<file path="src/rtl/core/json_string_escaper_assert.svh">
// ----------------------------------------------------------------------------
// JSON string escaper assertion macros
// Clocked property checks; they expand to nothing in synthesis.
// ----------------------------------------------------------------------------
`ifndef JSON_STRING_ESCAPER_ASSERT_SVH
`define JSON_STRING_ESCAPER_ASSERT_SVH

`ifndef SYNTHESIS

// Check that a property holds at every clock edge outside reset.
`define JSE_ASSERT(label, clk, rst, prop, msg) \
   label: assert property (@(posedge clk) disable iff (rst) (prop)) else $error(msg);

// Check that a condition never holds outside reset.
`define JSE_NEVER(label, clk, rst, cond, msg) \
   label: assert property (@(posedge clk) disable iff (rst) !(cond)) else $error(msg);

`else

`define JSE_ASSERT(label, clk, rst, prop, msg)
`define JSE_NEVER(label, clk, rst, cond, msg)

`endif

`endif

</file>
<file path="src/rtl/core/jse_pkg.sv">
// ----------------------------------------------------------------------------
// JSON string escaper package
// Widths, character codes and the types shared between the escaper modules.
// ----------------------------------------------------------------------------
package jse_pkg;

   localparam int COUNT_BITS = 16;
   localparam int SIZE_BITS  = 16;
   localparam int BYTE_BITS  = 8;
   localparam int MAX_SEQ    = 6;
   localparam int LEN_BITS   = $clog2(MAX_SEQ + 1);
   localparam int IDX_BITS   = $clog2(MAX_SEQ);
   // Compare width: holds the clamped size and position plus an escape.
   localparam int CMP_BITS   = ((COUNT_BITS > SIZE_BITS) ? COUNT_BITS : SIZE_BITS) + 1;

   localparam logic [SIZE_BITS-1:0] SIZE_RESET = SIZE_BITS'(129);

   localparam logic [BYTE_BITS-1:0] CHAR_NUL       = 8'h00;
   localparam logic [BYTE_BITS-1:0] CHAR_BACKSPACE = 8'h08;
   localparam logic [BYTE_BITS-1:0] CHAR_TAB       = 8'h09;
   localparam logic [BYTE_BITS-1:0] CHAR_NEWLINE   = 8'h0A;
   localparam logic [BYTE_BITS-1:0] CHAR_FORMFEED  = 8'h0C;
   localparam logic [BYTE_BITS-1:0] CHAR_RETURN    = 8'h0D;
   localparam logic [BYTE_BITS-1:0] CHAR_SPACE     = 8'h20;
   localparam logic [BYTE_BITS-1:0] CHAR_QUOTE     = 8'h22;
   localparam logic [BYTE_BITS-1:0] CHAR_SLASH     = 8'h2F;
   localparam logic [BYTE_BITS-1:0] CHAR_ZERO      = 8'h30;
   localparam logic [BYTE_BITS-1:0] CHAR_BSLASH    = 8'h5C;
   localparam logic [BYTE_BITS-1:0] CHAR_LOWER_A   = 8'h61;
   localparam logic [BYTE_BITS-1:0] CHAR_LOWER_B   = 8'h62;
   localparam logic [BYTE_BITS-1:0] CHAR_LOWER_F   = 8'h66;
   localparam logic [BYTE_BITS-1:0] CHAR_LOWER_N   = 8'h6E;
   localparam logic [BYTE_BITS-1:0] CHAR_LOWER_R   = 8'h72;
   localparam logic [BYTE_BITS-1:0] CHAR_LOWER_T   = 8'h74;
   localparam logic [BYTE_BITS-1:0] CHAR_LOWER_U   = 8'h75;

   typedef logic [MAX_SEQ-1:0][BYTE_BITS-1:0] seq_type;

   // Per-string tracking state.
   typedef struct packed {
      logic [COUNT_BITS-1:0] position;
      logic                  failed;
      logic                  stopped;
   } str_state_type;

   // Characters to send for one request.
   typedef struct packed {
      logic [LEN_BITS-1:0] len;
      seq_type             chars;
   } escape_type;

endpackage

</file>
<file path="src/rtl/core/json_string_escaper.sv">
// ----------------------------------------------------------------------------
// JSON string escaper
// Escapes a zero-terminated byte string for JSON within a bounded buffer.
// ----------------------------------------------------------------------------
//
//   channel   ports                         direction  moves
//   request   req_valid/req_ready/req_in_byte   in     one source byte
//   response  rsp_valid/rsp_ready/rsp_out_char  out    one output character
//   config    csr_wr_en/csr_wr_data             in     buffer size, no wait
//
// A request is decided in the cycle it is accepted; its characters are held
// in the output sequencer and, while rsp_ready is high, leave one per cycle
// from the next cycle on, and plain bytes sustain one request per cycle. An
// escape loads 2 or 6 characters, and a dropped byte produces nothing.
// req_ready is high while the sequencer is empty or handing over its last
// character; a stalled response therefore holds off further requests.
// Synchronous active-high reset clears string state and sets size to 129.
//
`include "json_string_escaper_assert.svh"

module json_string_escaper (
   input  logic                          clock,
   input  logic                          reset,
   input  logic                          req_valid,
   output logic                          req_ready,
   input  logic [jse_pkg::BYTE_BITS-1:0] req_in_byte,
   output logic                          rsp_valid,
   input  logic                          rsp_ready,
   output logic [jse_pkg::BYTE_BITS-1:0] rsp_out_char,
   input  logic                          csr_wr_en,
   input  logic [jse_pkg::SIZE_BITS-1:0] csr_wr_data
);

   logic [jse_pkg::SIZE_BITS-1:0] size_ff;
   jse_pkg::str_state_type        state_ff;
   jse_pkg::str_state_type        state_in;
   jse_pkg::escape_type           escape;
   logic                          can_load;
   logic                          req_take;

   assign req_ready = can_load;
   assign req_take  = req_valid && req_ready;

   // Decide the request directly from the port and the current string state.
   jse_step u_step (
      .in_byte     (req_in_byte),
      .buffer_size (size_ff),
      .state_cur   (state_ff),
      .state_nxt   (state_in),
      .escape      (escape)
   );

   // Hold the characters and hand them out one per cycle while rsp_ready is high.
   jse_emit u_emit (
      .clock     (clock),
      .reset     (reset),
      .load      (req_take),
      .escape    (escape),
      .can_load  (can_load),
      .out_valid (rsp_valid),
      .out_ready (rsp_ready),
      .out_char  (rsp_out_char)
   );

   always_ff @(posedge clock) begin
      if (reset) begin
         size_ff  <= jse_pkg::SIZE_RESET;
         state_ff <= '0;
      end else begin
         if (csr_wr_en) begin
            size_ff <= csr_wr_data;
         end
         // Advance string state only on an accepted request.
         if (req_take) begin
            state_ff <= state_in;
         end
      end
   end

   `JSE_ASSERT(a_end_clears, clock, reset, (req_take && (req_in_byte == jse_pkg::CHAR_NUL)) |=> (state_ff == '0), "string state not cleared at end")
   `JSE_NEVER(a_fail_silent, clock, reset, req_take && !state_ff.failed && state_in.failed && (escape.len != '0), "failing escape produced characters")
   `JSE_ASSERT(a_idle_hold, clock, reset, !req_take |=> $stable(state_ff), "string state moved without request")

endmodule

</file>
<file path="src/rtl/core/jse_step.sv">
// ----------------------------------------------------------------------------
// JSON string escaper step logic
// Classifies one byte and decides its output characters and next string state.
// ----------------------------------------------------------------------------
module jse_step (
   input  logic [jse_pkg::BYTE_BITS-1:0] in_byte,
   input  logic [jse_pkg::SIZE_BITS-1:0] buffer_size,
   input  jse_pkg::str_state_type        state_cur,
   output jse_pkg::str_state_type        state_nxt,
   output jse_pkg::escape_type           escape
);

   localparam logic [jse_pkg::CMP_BITS-1:0] CAP = jse_pkg::CMP_BITS'(1) << jse_pkg::COUNT_BITS;

   function automatic logic [jse_pkg::BYTE_BITS-1:0] hex_char(input logic [3:0] nib);
      logic [jse_pkg::BYTE_BITS-1:0] ch;
      if (nib < 4'd10) begin
         ch = jse_pkg::CHAR_ZERO + jse_pkg::BYTE_BITS'(nib);
      end else begin
         ch = jse_pkg::CHAR_LOWER_A + jse_pkg::BYTE_BITS'(nib - 4'd10);
      end
      return ch;
   endfunction

   function automatic jse_pkg::escape_type classify(input logic [jse_pkg::BYTE_BITS-1:0] b);
      jse_pkg::escape_type e;
      e.chars    = '0;
      e.len      = jse_pkg::LEN_BITS'(2);
      e.chars[0] = jse_pkg::CHAR_BSLASH;
      case (b)
         jse_pkg::CHAR_QUOTE:     e.chars[1] = jse_pkg::CHAR_QUOTE;
         jse_pkg::CHAR_BSLASH:    e.chars[1] = jse_pkg::CHAR_BSLASH;
         jse_pkg::CHAR_SLASH:     e.chars[1] = jse_pkg::CHAR_SLASH;
         jse_pkg::CHAR_BACKSPACE: e.chars[1] = jse_pkg::CHAR_LOWER_B;
         jse_pkg::CHAR_FORMFEED:  e.chars[1] = jse_pkg::CHAR_LOWER_F;
         jse_pkg::CHAR_NEWLINE:   e.chars[1] = jse_pkg::CHAR_LOWER_N;
         jse_pkg::CHAR_RETURN:    e.chars[1] = jse_pkg::CHAR_LOWER_R;
         jse_pkg::CHAR_TAB:       e.chars[1] = jse_pkg::CHAR_LOWER_T;
         default: begin
            if (b < jse_pkg::CHAR_SPACE) begin
               e.len      = jse_pkg::LEN_BITS'(6);
               e.chars[1] = jse_pkg::CHAR_LOWER_U;
               e.chars[2] = jse_pkg::CHAR_ZERO;
               e.chars[3] = jse_pkg::CHAR_ZERO;
               e.chars[4] = hex_char(b[7:4]);
               e.chars[5] = hex_char(b[3:0]);
            end else begin
               e.len      = jse_pkg::LEN_BITS'(1);
               e.chars[0] = b;
            end
         end
      endcase
      return e;
   endfunction

   logic [jse_pkg::CMP_BITS-1:0] size_ext;
   logic [jse_pkg::CMP_BITS-1:0] size_eff;
   logic [jse_pkg::CMP_BITS-1:0] pos_ext;
   logic [jse_pkg::CMP_BITS-1:0] pos_end;
   jse_pkg::escape_type          cls;

   assign size_ext = jse_pkg::CMP_BITS'(buffer_size);
   assign size_eff = (size_ext > CAP) ? CAP : size_ext;
   assign pos_ext  = jse_pkg::CMP_BITS'(state_cur.position);
   assign cls      = classify(in_byte);
   assign pos_end  = pos_ext + jse_pkg::CMP_BITS'(cls.len);

   always_comb begin
      state_nxt    = state_cur;
      escape.len   = '0;
      escape.chars = cls.chars;
      if (in_byte == jse_pkg::CHAR_NUL) begin
         // End of string: terminator only for a clean string, then start over.
         escape.chars[0] = jse_pkg::CHAR_NUL;
         if (!state_cur.failed && (size_eff != '0) && (pos_ext < size_eff)) begin
            escape.len = jse_pkg::LEN_BITS'(1);
         end
         state_nxt = '0;
      end else if (state_cur.failed || state_cur.stopped) begin
         // drop
      end else if ((size_eff == '0) || (pos_ext + jse_pkg::CMP_BITS'(1) >= size_eff)) begin
         state_nxt.stopped = 1'b1;
      end else if ((cls.len > jse_pkg::LEN_BITS'(1)) && (pos_end >= size_eff)) begin
         state_nxt.failed = 1'b1;
      end else begin
         escape.len         = cls.len;
         state_nxt.position = jse_pkg::COUNT_BITS'(pos_end);
      end
   end

endmodule

</file>
<file path="src/rtl/core/jse_emit.sv">
// ----------------------------------------------------------------------------
// JSON string escaper output sequencer
// Holds one request's characters and sends them one per cycle while out_ready is high.
// ----------------------------------------------------------------------------
`include "json_string_escaper_assert.svh"

module jse_emit (
   input  logic                          clock,
   input  logic                          reset,
   input  logic                          load,
   input  jse_pkg::escape_type           escape,
   output logic                          can_load,
   output logic                          out_valid,
   input  logic                          out_ready,
   output logic [jse_pkg::BYTE_BITS-1:0] out_char
);

   logic                         busy_ff;
   logic                         busy_in;
   logic [jse_pkg::IDX_BITS-1:0] idx_ff;
   logic [jse_pkg::IDX_BITS-1:0] idx_in;
   logic [jse_pkg::LEN_BITS-1:0] len_ff;
   logic [jse_pkg::LEN_BITS-1:0] len_in;
   jse_pkg::seq_type             seq_ff;
   jse_pkg::seq_type             seq_in;
   logic                         last;
   logic                         take;

   assign last      = (jse_pkg::LEN_BITS'(idx_ff) == len_ff - jse_pkg::LEN_BITS'(1));
   assign take      = busy_ff && out_ready;
   assign can_load  = !busy_ff || (take && last);
   assign out_valid = busy_ff;
   assign out_char  = seq_ff[idx_ff];

   always_comb begin
      busy_in = busy_ff;
      idx_in  = idx_ff;
      len_in  = len_ff;
      seq_in  = seq_ff;
      if (take) begin
         idx_in = idx_ff + jse_pkg::IDX_BITS'(1);
         if (last) begin
            busy_in = 1'b0;
         end
      end
      if (load && (escape.len != '0)) begin
         busy_in = 1'b1;
         idx_in  = '0;
         len_in  = escape.len;
         seq_in  = escape.chars;
      end
   end

   always_ff @(posedge clock) begin
      if (reset) begin
         busy_ff <= 1'b0;
         idx_ff  <= '0;
         len_ff  <= '0;
      end else begin
         busy_ff <= busy_in;
         idx_ff  <= idx_in;
         len_ff  <= len_in;
      end
      seq_ff <= seq_in;
   end

   `JSE_ASSERT(a_idx_in_range, clock, reset, busy_ff |-> (jse_pkg::LEN_BITS'(idx_ff) < len_ff), "emit index past length")
   `JSE_ASSERT(a_stall_holds, clock, reset, (busy_ff && !out_ready) |=> (busy_ff && $stable(idx_ff) && $stable(out_char)), "stalled character moved")
   `JSE_ASSERT(a_last_drains, clock, reset, (take && last && !load) |=> !busy_ff, "sequencer busy after last character")

endmodule
</file>
<file path="config.mk">
export PLATFORM = sky130hd
export DESIGN_NAME = json_string_escaper
export DESIGN_NICKNAME = d
export VERILOG_FILES = /design/src/rtl/core/jse_pkg.sv /design/src/rtl/core/json_string_escaper.sv /design/src/rtl/core/jse_step.sv /design/src/rtl/core/jse_emit.sv
export VERILOG_INCLUDE_DIRS = /design/src /design/src/rtl/core
export SDC_FILE = /design/constraint.sdc
export NUM_CORES = 1
export LEC_CHECK = 0
export BUFFER_PORTS_ARGS = -buffer_cell sky130_fd_sc_hd__buf_2
export CAP_MARGIN = 25
export CORE_AREA = 2 2 129 93
export CTS_CLUSTER_DIAMETER = 120
export CTS_CLUSTER_SIZE = 8
export DETAILED_ROUTE_END_ITERATION = 8
export DIE_AREA = 0 0 131 95
export GPL_TIMING_DRIVEN = 0
export PLACE_DENSITY = 0.72
export REMOVE_ABC_BUFFERS = 1
export SLEW_MARGIN = 20
export SYNTH_ARGS = -nofsm -noshare
export SYNTH_HDL_FRONTEND = slang
export SYNTH_SLANG_ARGS = --single-unit
</file>
<file path="constraint.sdc">
create_clock -name clock -period 11.6 [get_ports clock]
set_input_delay 1.74 -clock clock [delete_from_list [all_inputs] [get_ports clock]]
set_output_delay 1.74 -clock clock [all_outputs]
set_load 0.05 [all_outputs]
</file>
==> impl_metrics.yaml, run 1 <==
synthesis:
  yosysSeqAreaShare: 0.326
  synth.distinct_cells: 73
  synth-edff-count: 32
  synth_compound_gate_area_share: 0.140
  ys_top_cells_by_count: "ha_1, nor2_1, dfxtp_1"
  synth-simple-area-share: 0.183
  synth_area_leaders: "edfxtp_1, ha_1, dfxtp_1, nor2_1, xor2_1"
  yosys.area.top_type: "edfxtp_1"
  synthArstFlopShare: 0
  ys_warn_count: 0
  synthMuxAreaShare: 0.0618
  postSynthCellCount: 575
  ys.flop_type: "dfxtp_1"
  yosys.cell_count.top_type: "ha_1"
  synth_xor_area_frac: 0.0668
  synth_adder_area_share: 0.160
  synth_top_area_frac: 0.176
  postSynthAreaPerCell_um2: 9.51
  mappedNetlistArea_um2: 5470
  synth_top_family_by_area: "simple AND/OR/NAND/NOR gates"
  ys_ff_latch: 73
grt:
  grt_usage: 0.233
  busiest_layer: "met1"
  grt_util_met3: 0.0544
  use_met2: 0.332
  grt_max_degree: 25
  use_met1: 0.346
  gr-total-overflow: 0
  grt_pass1_wl_um: 22000
  grt_pass1_vias: 4365
  antenna_found_initial: 0
cts:
  cts_hold_buf: 0
  post_cts_resized: 0
  post_cts_buffers: 0
  clock-sinks: 73
  cts_root_buffer: "clkbuf_16"
  h-tree-depth: 3
  cts_tree: "done"
  cts_made_buffers: 9
  clkTransAtPathRegs_ps: 60
  insertion_delay_ps: 340
  clockBufferDepth: 2
floorplanning:
  initial_utilization: 0.482
  io_pins: 39
  row_count: 33
  fp.dieW_um: 131
  die-area_um2: 12400
  die_h_um: 95
  core_area_um2: 11400
setup_path:
  critPathArrivalTime_ps: 8420
  crit_required_ps: 11640
  cp_max_fo: 24
  ff2ff_setup_slack_ps: 6190
  cp-start-kind: "input pin"
  crit_type: "input pin to register"
  cp-end-kind: "register"
sta:
  finalCriticalPeriod_ps: 8370
  slew_viol_final: 0
  tightest_slew_ps: 917
  setup_tns_ps: 0
  fin_crit_sh: 0.722
  clock_skew_ps: 7.02
  setup_violations: 0
  finalHoldViolCount: 0
  rsz0062_at_grt: "no"
  fmax_mhz: 119
  slew-limit-headroom: 0.387
routing:
  wl_um: 13700
  drtIter0Drc: 455
  route.detailed.drc: 0
  wl_per_cell_um: 17.9
  ant_nets: 0
  dr.pass1.iters: 5
  avgViaCountPerCell: 5.90
  vias: 4515
layout:
  final_nets: 699
  stdcell_area_um2: 6070
  antenna_cells: 0
  area_growth_pct: 11.0
  regArea_um2: 1780
  multiInputGateArea_um2: 3370
  n_fill_cell: 1000
  drive_above_1_share: 0.161
pwr:
  p_per_area_nw_per_um2: 124
  ir_drop_mv: 0.0774
  power_leakage_nw: 2.55
placed_design:
  hpwl_um: 10400
  placed_area_um2: 5730
  port_buffers: 38
  gp_congestion: 0.949
flow_run:
  maxCapViolCount: 0
hold_path:
  hp-class: "register to register"
run_status:
  status: "completed"
## stage by stage
step	worst slack, ps	total power (W)	hold WS [ps]	util	instances
after floorplan	3010	0.000391	430	-	552
after global placement	634	0.000427	451	0.500	747
after detailed placement	3080	0.000435	458	0.504	749
after CTS	3390	0.000756	466	0.535	765
after global routing	2850	0.000783	502	0.535	765
final	3230	0.000755	464	0.535	765
## cells in the final DEF (no fill, tap or decap), drive strengths merged, types with 10 or more instances in the layout
cell	count
a21oi	30
buf	40
clkbuf	10
dfxtp	41
edfxtp	32
ha	66
inv	41
mux2i	18
nand2	30
nand3	19
nand4	21
nor2	57
nor2b	11
nor3	19
o21ai	18
xnor2	18
xor2	21
## path summary, 6_finish.rpt
check                                    to  cells past startpoint                     startpoint
max          u_emit.seq_ff[6]$_SDFFCE_PN0P_                     24                 req_in_byte[0]
min           u_emit.len_ff[1]$_SDFFE_PP0P_                      2  u_emit.len_ff[1]$_SDFFE_PP0P_
max reg2reg  u_emit.seq_ff[6]$_SDFFCE_PN0P_                     16       state_ff[2]$_SDFFE_PP0P_
min reg2reg   u_emit.len_ff[1]$_SDFFE_PP0P_                      2  u_emit.len_ff[1]$_SDFFE_PP0P_
## cell type report
type | count | share of cell area
tap | 157 | 0.0324
clock buffer | 10 | 0.0377
clock inverter | 6 | 0.0190
multi-input combinational | 438 | 0.555
timing repair buffer | 40 | 0.0371
inverter | 41 | 0.0254
sequential | 73 | 0.294
## cell families (layout without fill, tap and decap cells)
group | Yosys count | in the layout
compound gates | 106 | 106
xor+xnor | 40 | 40
fa+ha+maj | 70 | 70
buf+inv | 65 | 97
flops | 73 | 73
mux | 25 | 25
other cells | 1 | 2
simple gates | 195 | 195
## worst max-delay path, cell delays in order
cell and delay (ps):
buf_2 150, inv_1 120, ha_1 290, a21oi_1 160, nor2b_1 180, o21ai_0 200
nor3_2 400, buf_4 250, clkinv_1 310, fa_1 610, maj3_1 530, nand2_1 240
nor3_1 60, or2_2 280, ha_1 300, nand4_1 160, or2_2 170, a31oi_1 80
o311ai_0 530, a21oi_1 210, o21ai_1 640, a21oi_1 230, nor2_4 330, buf_16 220
## per-layer routing
metal,share of wire,vias to the layer above,wire [µm]
li1,-,2165,-
met1,0.48,2150,6630
met2,0.42,178,5760
met3,0.081,22,1120
met4,0.016,0,216
met5,0,-,0
## report_power, final
part	total, W	leakage, nW	internal, W	switching, W
Sequential	0.000297	0.646	0.000286	0.0000111
Combinational	0.000135	1.74	0.0000513	0.0000838
Clock	0.000323	0.163	0.000211	0.000112
Total	0.000755	2.55	0.000548	0.000207
## state kept, by name, summed over array words and instances, names as in the netlist
name and cells:
size_ff 16, u_emit.out_valid 1, u_emit.seq_ff 32, state_ff 18, u_emit.idx_ff 3, u_emit.len_ff 3
No activity file was read; power rests on OpenSTA's default activity.
==> inputs of run 2 (changes only) <==
--- a/config.mk
+++ b/config.mk
@@ -6,13 +6,14 @@
 export SDC_FILE = /design/constraint.sdc
 export NUM_CORES = 1
 export LEC_CHECK = 0
+export ABC_AREA = 1
 export BUFFER_PORTS_ARGS = -buffer_cell sky130_fd_sc_hd__buf_2
 export CAP_MARGIN = 25
-export CORE_AREA = 2 2 129 93
+export CORE_AREA = 2 2 132 96
 export CTS_CLUSTER_DIAMETER = 120
 export CTS_CLUSTER_SIZE = 8
 export DETAILED_ROUTE_END_ITERATION = 8
-export DIE_AREA = 0 0 131 95
+export DIE_AREA = 0 0 134 98
 export GPL_TIMING_DRIVEN = 0
 export PLACE_DENSITY = 0.72
 export REMOVE_ABC_BUFFERS = 1
==> constraint.sdc (replaced) <==
create_clock -name clock -period 8.1 [get_ports clock]
set_input_delay 1.215 -clock clock [delete_from_list [all_inputs] [get_ports clock]]
set_output_delay 1.215 -clock clock [all_outputs]
set_load 0.05 [all_outputs]
==> run 2 against run 1 <==
Effect of this change:
- register-to-register slack worse by 2400 ps
- cell count is 25% higher
- sequential power grew 42%
- via count increased by 15%
- synthesized cell count rose by 33%
- cell area grew 5.8%
- largest power group unchanged
- clock skew about the same
- die area up 5.5%
- global-route usage shrank 0.20 points
- worst setup slack lost 1200 ps
- wire length increased by 6.7%
==> impl_metrics.yaml, run 2 <==
cts:
  h-tree-depth: 3
  clkTransAtPathRegs_ps: 60
  cts_hold_buf: 0
  post_cts_resized: 0
  cts_tree: "done"
  cts_made_buffers: 9
  clock-sinks: 73
  insertion_delay_ps: 330
  clockBufferDepth: 2
  post_cts_buffers: 0
  cts_root_buffer: "clkbuf_16"
sta:
  tightest_slew_ps: 982
  setup_violations: 0
  slew-limit-headroom: 0.343
  whs_ps: 469
  fin_crit_sh: 0.750
  finalCriticalPeriod_ps: 6080
  fmax_mhz: 165
  finalHoldViolCount: 0
  slew_viol_final: 0
  rsz0062_at_grt: "no"
  clock_skew_ps: 6.73
  setup_tns_ps: 0
layout:
  final_common_cell: "nand2_1"
  largest_register_ffs: 32
  drive_above_1_share: 0.155
  stdcell_area_um2: 6420
  final_cell_mix: "nand2_1, inv_1, nor2_1"
  final_nets: 889
  largest_register: "u_emit.seq_ff"
  area_growth_pct: 10.5
  multiInputGateArea_um2: 3460
  regArea_um2: 1780
  fin_cells: 960
  n_fill_cell: 1134
  largestRegisters: "u_emit.seq_ff x32, state_ff x18, size_ff x16"
  antenna_cells: 0
routing:
  wl_um: 14600
  ant_nets: 0
  dr.pass1.iters: 5
  route.detailed.drc: 0
  avgViaCountPerCell: 5.41
  vias: 5198
  wl_per_cell_um: 15.2
  drtIter0Drc: 468
synthesis:
  yosysSeqAreaShare: 0.307
  yosys.area.top_type: "edfxtp_1"
  yosys.cell_count.top_type: "nand2_1"
  postSynthAreaPerCell_um2: 7.58
  mappedNetlistArea_um2: 5810
  synth_top_area_frac: 0.165
  postSynthCellCount: 767
  synth_area_leaders: "edfxtp_1, ha_1, dfxtp_1, nand2_1, inv_1"
  ys_ff_latch: 73
  ys_warn_count: 0
  ys_top_cells_by_count: "nand2_1, inv_1, nor2_1"
  ys.flop_type: "dfxtp_1"
  synth.distinct_cells: 52
  synth-edff-count: 32
  synthArstFlopShare: 0
placed_design:
  dpl.cell_count: 944
  placed_area_um2: 6080
  hpwl_um: 10800
  gp_congestion: 0.982
  port_buffers: 38
grt:
  use_met2: 0.333
  grt_pass1_wl_um: 24200
  gr-total-overflow: 0
  use_met1: 0.358
  grt_usage: 0.231
  busiest_layer: "met1"
  antenna_found_initial: 0
  grt_util_met3: 0.0405
  grt_max_degree: 33
  grt_pass1_vias: 4830
floorplanning:
  fp.dieW_um: 134
  io_pins: 39
  die-area_um2: 13100
  core_area_um2: 12000
  die_h_um: 98
  row_count: 34
  initial_utilization: 0.486
setup_path:
  cp-end-kind: "register"
  cp_max_fo: 32
  cp_common_cell: "nand2_1"
  critPathArrivalTime_ps: 6040
  cpMaxStageDelayCell: "inv_2"
  max_stage_delay_ps: 510
  crit_type: "input pin to register"
  cp-start-kind: "input pin"
  crit_required_ps: 8070
pwr:
  p_per_area_nw_per_um2: 167
  ir_drop_mv: 0.138
  power_leakage_nw: 3.10
hold_path:
  hp-class: "register to register"
run_status:
  status: "completed"
flow_run:
  maxCapViolCount: 0
## run 2: changes by cell type after synthesis, sizes merged, moves of 7 or more
cell | previous run | this run
nor3 | 19 | 6
inv | 40 | 116
a22o | 9 | 0
nor2 | 57 | 82
a21oi | 30 | 72
nand3 | 19 | 52
mux2i | 18 | 0
nand4 | 21 | 35
xnor2 | 18 | 3
o21ai | 18 | 48
nor2b | 11 | 0
nand2 | 30 | 140
mux4 | 7 | 0
## run 2: cell families after synthesis
logic type | Yosys count | share of synthesized area
adders and majority gates | 67 | 0.146
buffers and inverters | 142 | 0.0991
xor gates and xnor gates | 22 | 0.0332
and+or+nand+nor | 325 | 0.281
AOI/OAI and AO/OA | 137 | 0.134
DFF | 73 | 0.307
other | 1 | 0.000645
## run 2: cell type report
type	instances	share of cell area
clock buffers	12	0.0417
flip-flops and latches	73	0.278
inverters	118	0.0696
clock inverters	4	0.0115
multi-input cells	553	0.538
well taps	162	0.0316
repair buffers	38	0.0296
## run 2: where the power goes
part           internal [W]  leakage (nW)  switching (W)  total, W
combinational     0.0000586          2.28       0.000134  0.000192
sequential         0.000409         0.651      0.0000135  0.000423
clock              0.000297         0.168       0.000158  0.000455
total              0.000765          3.10       0.000305   0.00107
## run 2: worst max-delay path: cells and delay by family
family	cells	cell delay [ps]
compound gates	4	810
fa+ha+maj	4	1160
buf+inv	6	1020
simple gates	16	1800
## run 2: per-stage QoR
step / utilization / total power (W) / worst slack (ps)
after global placement: 0.508 / 0.000616 / 1380
after detailed placement: 0.508 / 0.000619 / 1770
after floorplan: - / 0.000563 / 2450
after CTS: 0.537 / 0.00107 / 2110
after global routing: 0.537 / 0.00112 / 1530
final: 0.537 / 0.00107 / 2020
## run 2: path summary, 6_finish.rpt
path	from	endpoint	slack (ps)	cells after the start
hold / removal	u_emit.len_ff[1]$_SDFFE_PP0P_	u_emit.len_ff[1]$_SDFFE_PP0P_	470	2
hold reg to reg	u_emit.len_ff[1]$_SDFFE_PP0P_	u_emit.len_ff[1]$_SDFFE_PP0P_	470	2
setup / recovery	req_in_byte[1]	u_emit.seq_ff[10]$_DFFE_PP_	2020	30
setup reg to reg	state_ff[5]$_SDFFE_PP0P_	u_emit.seq_ff[10]$_DFFE_PP_	3800	20
## run 2: layer usage
metal  vias up  routed length, µm
li1       2632                  -
met1      2370               7520
met2       180               5830
met3        16               1130
met4         0                156
met5         -                  0
==> inputs of run 3 (changes only) <==
--- a/config.mk
+++ b/config.mk
@@ -15,7 +15,7 @@
 export DETAILED_ROUTE_END_ITERATION = 8
 export DIE_AREA = 0 0 134 98
 export GPL_TIMING_DRIVEN = 0
-export PLACE_DENSITY = 0.72
+export PLACE_DENSITY = 0.74
 export REMOVE_ABC_BUFFERS = 1
 export SLEW_MARGIN = 20
 export SYNTH_ARGS = -nofsm -noshare
==> constraint.sdc (replaced) <==
create_clock -name clock -period 5.1 [get_ports clock]
set_input_delay 0.765 -clock clock [delete_from_list [all_inputs] [get_ports clock]]
set_output_delay 0.765 -clock clock [all_outputs]
set_load 0.05 [all_outputs]
==> run 3 against run 2 <==
Effect of this change:
- worst setup slack worse by 1800 ps
- largest cell class unchanged
- non-clock buffer count increased by 7
- total power rose by 54%
- first-iteration DRC count down 1.1%
- via count increased by 1.8%
- count of clock-buffer cells in the layout shrank 1
==> impl_metrics.yaml, run 3 (synthesis results as in run 2) <==
run_status:
  status: "completed"
routing:
  dr.pass1.iters: 5
  drtIter0Drc: 463
  ant_nets: 0
  avgViaCountPerCell: 5.45
  vias: 5290
  wl_um: 15100
  route.detailed.drc: 0
  wl_per_cell_um: 15.5
layout:
  drive_above_1_share: 0.184
  n_fill_cell: 1088
  final_cell_mix: "nand2_1, inv_1, nor2_1"
  antenna_cells: 0
  largest_register_ffs: 32
  final_common_cell: "nand2_1"
  area_growth_pct: 14.2
  largestRegisters: "u_emit.seq_ff x32, state_ff x18, size_ff x16"
  final_util: 0.555
  final_nets: 900
  largest_register: "u_emit.seq_ff"
placed_design:
  gp_congestion: 0.938
  port_buffers: 38
  hpwl_um: 10700
pwr:
  p_sw_frac: 0.305
  p_sw_w: 0.000502
  power_leakage_nw: 3.14
  p_per_area_nw_per_um2: 248
  comb_power_share: 0.202
  clkPwrFrac: 0.390
  pwr-share-seq: 0.408
  internal_power_w: 0.00115
  ir_drop_mv: 0.241
sta:
  finalCriticalPeriod_ps: 4830
  fin_crit_sh: 0.948
  fmax_mhz: 207
  setup_violations: 0
  clock_skew_ps: 5.57
  slew-limit-headroom: 0.326
  slew_viol_final: 0
  setup_tns_ps: 0
  finalHoldViolCount: 0
  tightest_slew_ps: 1010
floorplanning:
  initial_utilization: 0.486
  core_area_um2: 12000
  die_h_um: 98
  io_pins: 39
  fp.dieW_um: 134
  row_count: 34
  die-area_um2: 13100
cts:
  cts_hold_buf: 0
  cts_root_buffer: "clkbuf_16"
  cts_made_buffers: 9
  cts_tree: "done"
  clockBufferDepth: 2
  clock-sinks: 73
  insertion_delay_ps: 340
  h-tree-depth: 3
  clkTransAtPathRegs_ps: 50
setup_path:
  cp_max_fo: 8
  critPathArrivalTime_ps: 4890
  crit_type: "input pin to register"
  crit_required_ps: 5150
  cp-end-kind: "register"
  cpMaxStageDelayCell: "ha_1"
  max_stage_delay_ps: 270
  cp-start-kind: "input pin"
  cp_common_cell: "nand2_1"
grt:
  antenna_found_initial: 0
  grt_usage: 0.232
  gr-total-overflow: 0
  grt_pass1_vias: 4838
  grt_pass1_wl_um: 24200
  grt_max_degree: 30
hold_path:
  hp-class: "register to register"
flow_run:
  maxCapViolCount: 0
[run 3: cell count changes in the layout (fill, tap and decap cells not counted), moves of 2 or more]
cell / delta
clkinv_1: +2
buf_4: +7
inv_4: +3
nand2_4: -2
nand2_1: -2
clkinv_8: +4
inv_1: -4
ha_1: -3
nor2_4: +2
nand2_8: +4
a21oi_1: -2
nor2_2: +2
nor2_1: -4
ha_4: +3
[run 3: path summary, 6_finish.rpt]
path	start	end	slack (ps)	depth (start not counted)
worst max-delay path	req_in_byte[5]	u_emit.seq_ff[7]$_SDFFCE_PP0P_	270	34
worst min-delay path	u_emit.len_ff[1]$_SDFFE_PP0P_	u_emit.len_ff[1]$_SDFFE_PP0P_	480	2
worst max register to register	state_ff[5]$_SDFFE_PP0P_	u_emit.seq_ff[7]$_SDFFCE_PP0P_	1050	20
worst min register to register	u_emit.len_ff[1]$_SDFFE_PP0P_	u_emit.len_ff[1]$_SDFFE_PP0P_	480	2
[run 3: power groups by stage]
stage	clock network (W)	logic [W]	registers, W
after floorplan	0	0.000214	0.000680
after global placement	0	0.000294	0.000684
after detailed placement	0	0.000298	0.000684
after CTS	0.000652	0.000309	0.000671
after global routing	0.000674	0.000371	0.000676
final	0.000642	0.000333	0.000672
[run 3: cell type report]
| type | instances | area, µm² | area share |
|---|---|---|---|
| well taps | 162 | 203 | 0.0306 |
| flip-flops and latches | 73 | 1780 | 0.269 |
| multi-input cells | 554 | 3590 | 0.542 |
| repair inverters | 3 | 48.8 | 0.00736 |
| inverters | 118 | 467 | 0.0704 |
| repair buffers | 45 | 243 | 0.0366 |
| clock buffers | 11 | 243 | 0.0366 |
| clock inverters | 5 | 53.8 | 0.00811 |
[run 3: routing by layer]
metal,part of all wire,vias up,track usage
li1,-,2655,-
met1,0.51,2447,0.353
met2,0.41,175,0.334
met3,0.077,13,0.0514
met4,0.0098,0,0.0499
met5,0,-,0
[run 3: per-stage QoR]
stage          power [W]  cell area, µm²  hold slack (ps)  setup WS (ps)  instances
2_1_floorplan   0.000894            5690              437          -96.1        744
3_3_place_gp    0.000978            6080              462          -1190        944
3_5_place_dp    0.000981            6080              462           -837        944
4_1_cts          0.00163            6420              469           6.61        962
5_1_grt          0.00172            6630              511          -23.3        971
6_report         0.00165            6630              483            267        971
[run 3: repair_timing]
action                                  in CTS  in global routing
pin swaps                                    1                 10
gates resized for setup                     10                 33
setup buffers                                0                  7
gates cloned                                 2                  2
endpoints found under the setup margin      48                 55
[run 3: worst max-delay path: cells and delay by family]
family / cells / cell delay [ps]
buffers and inverters: 7 / 690
xor gates and xnor gates: 1 / 220
AOI/OAI and AO/OA: 2 / 240
and+or+nand+nor: 21 / 2220
adders and majority gates: 3 / 700
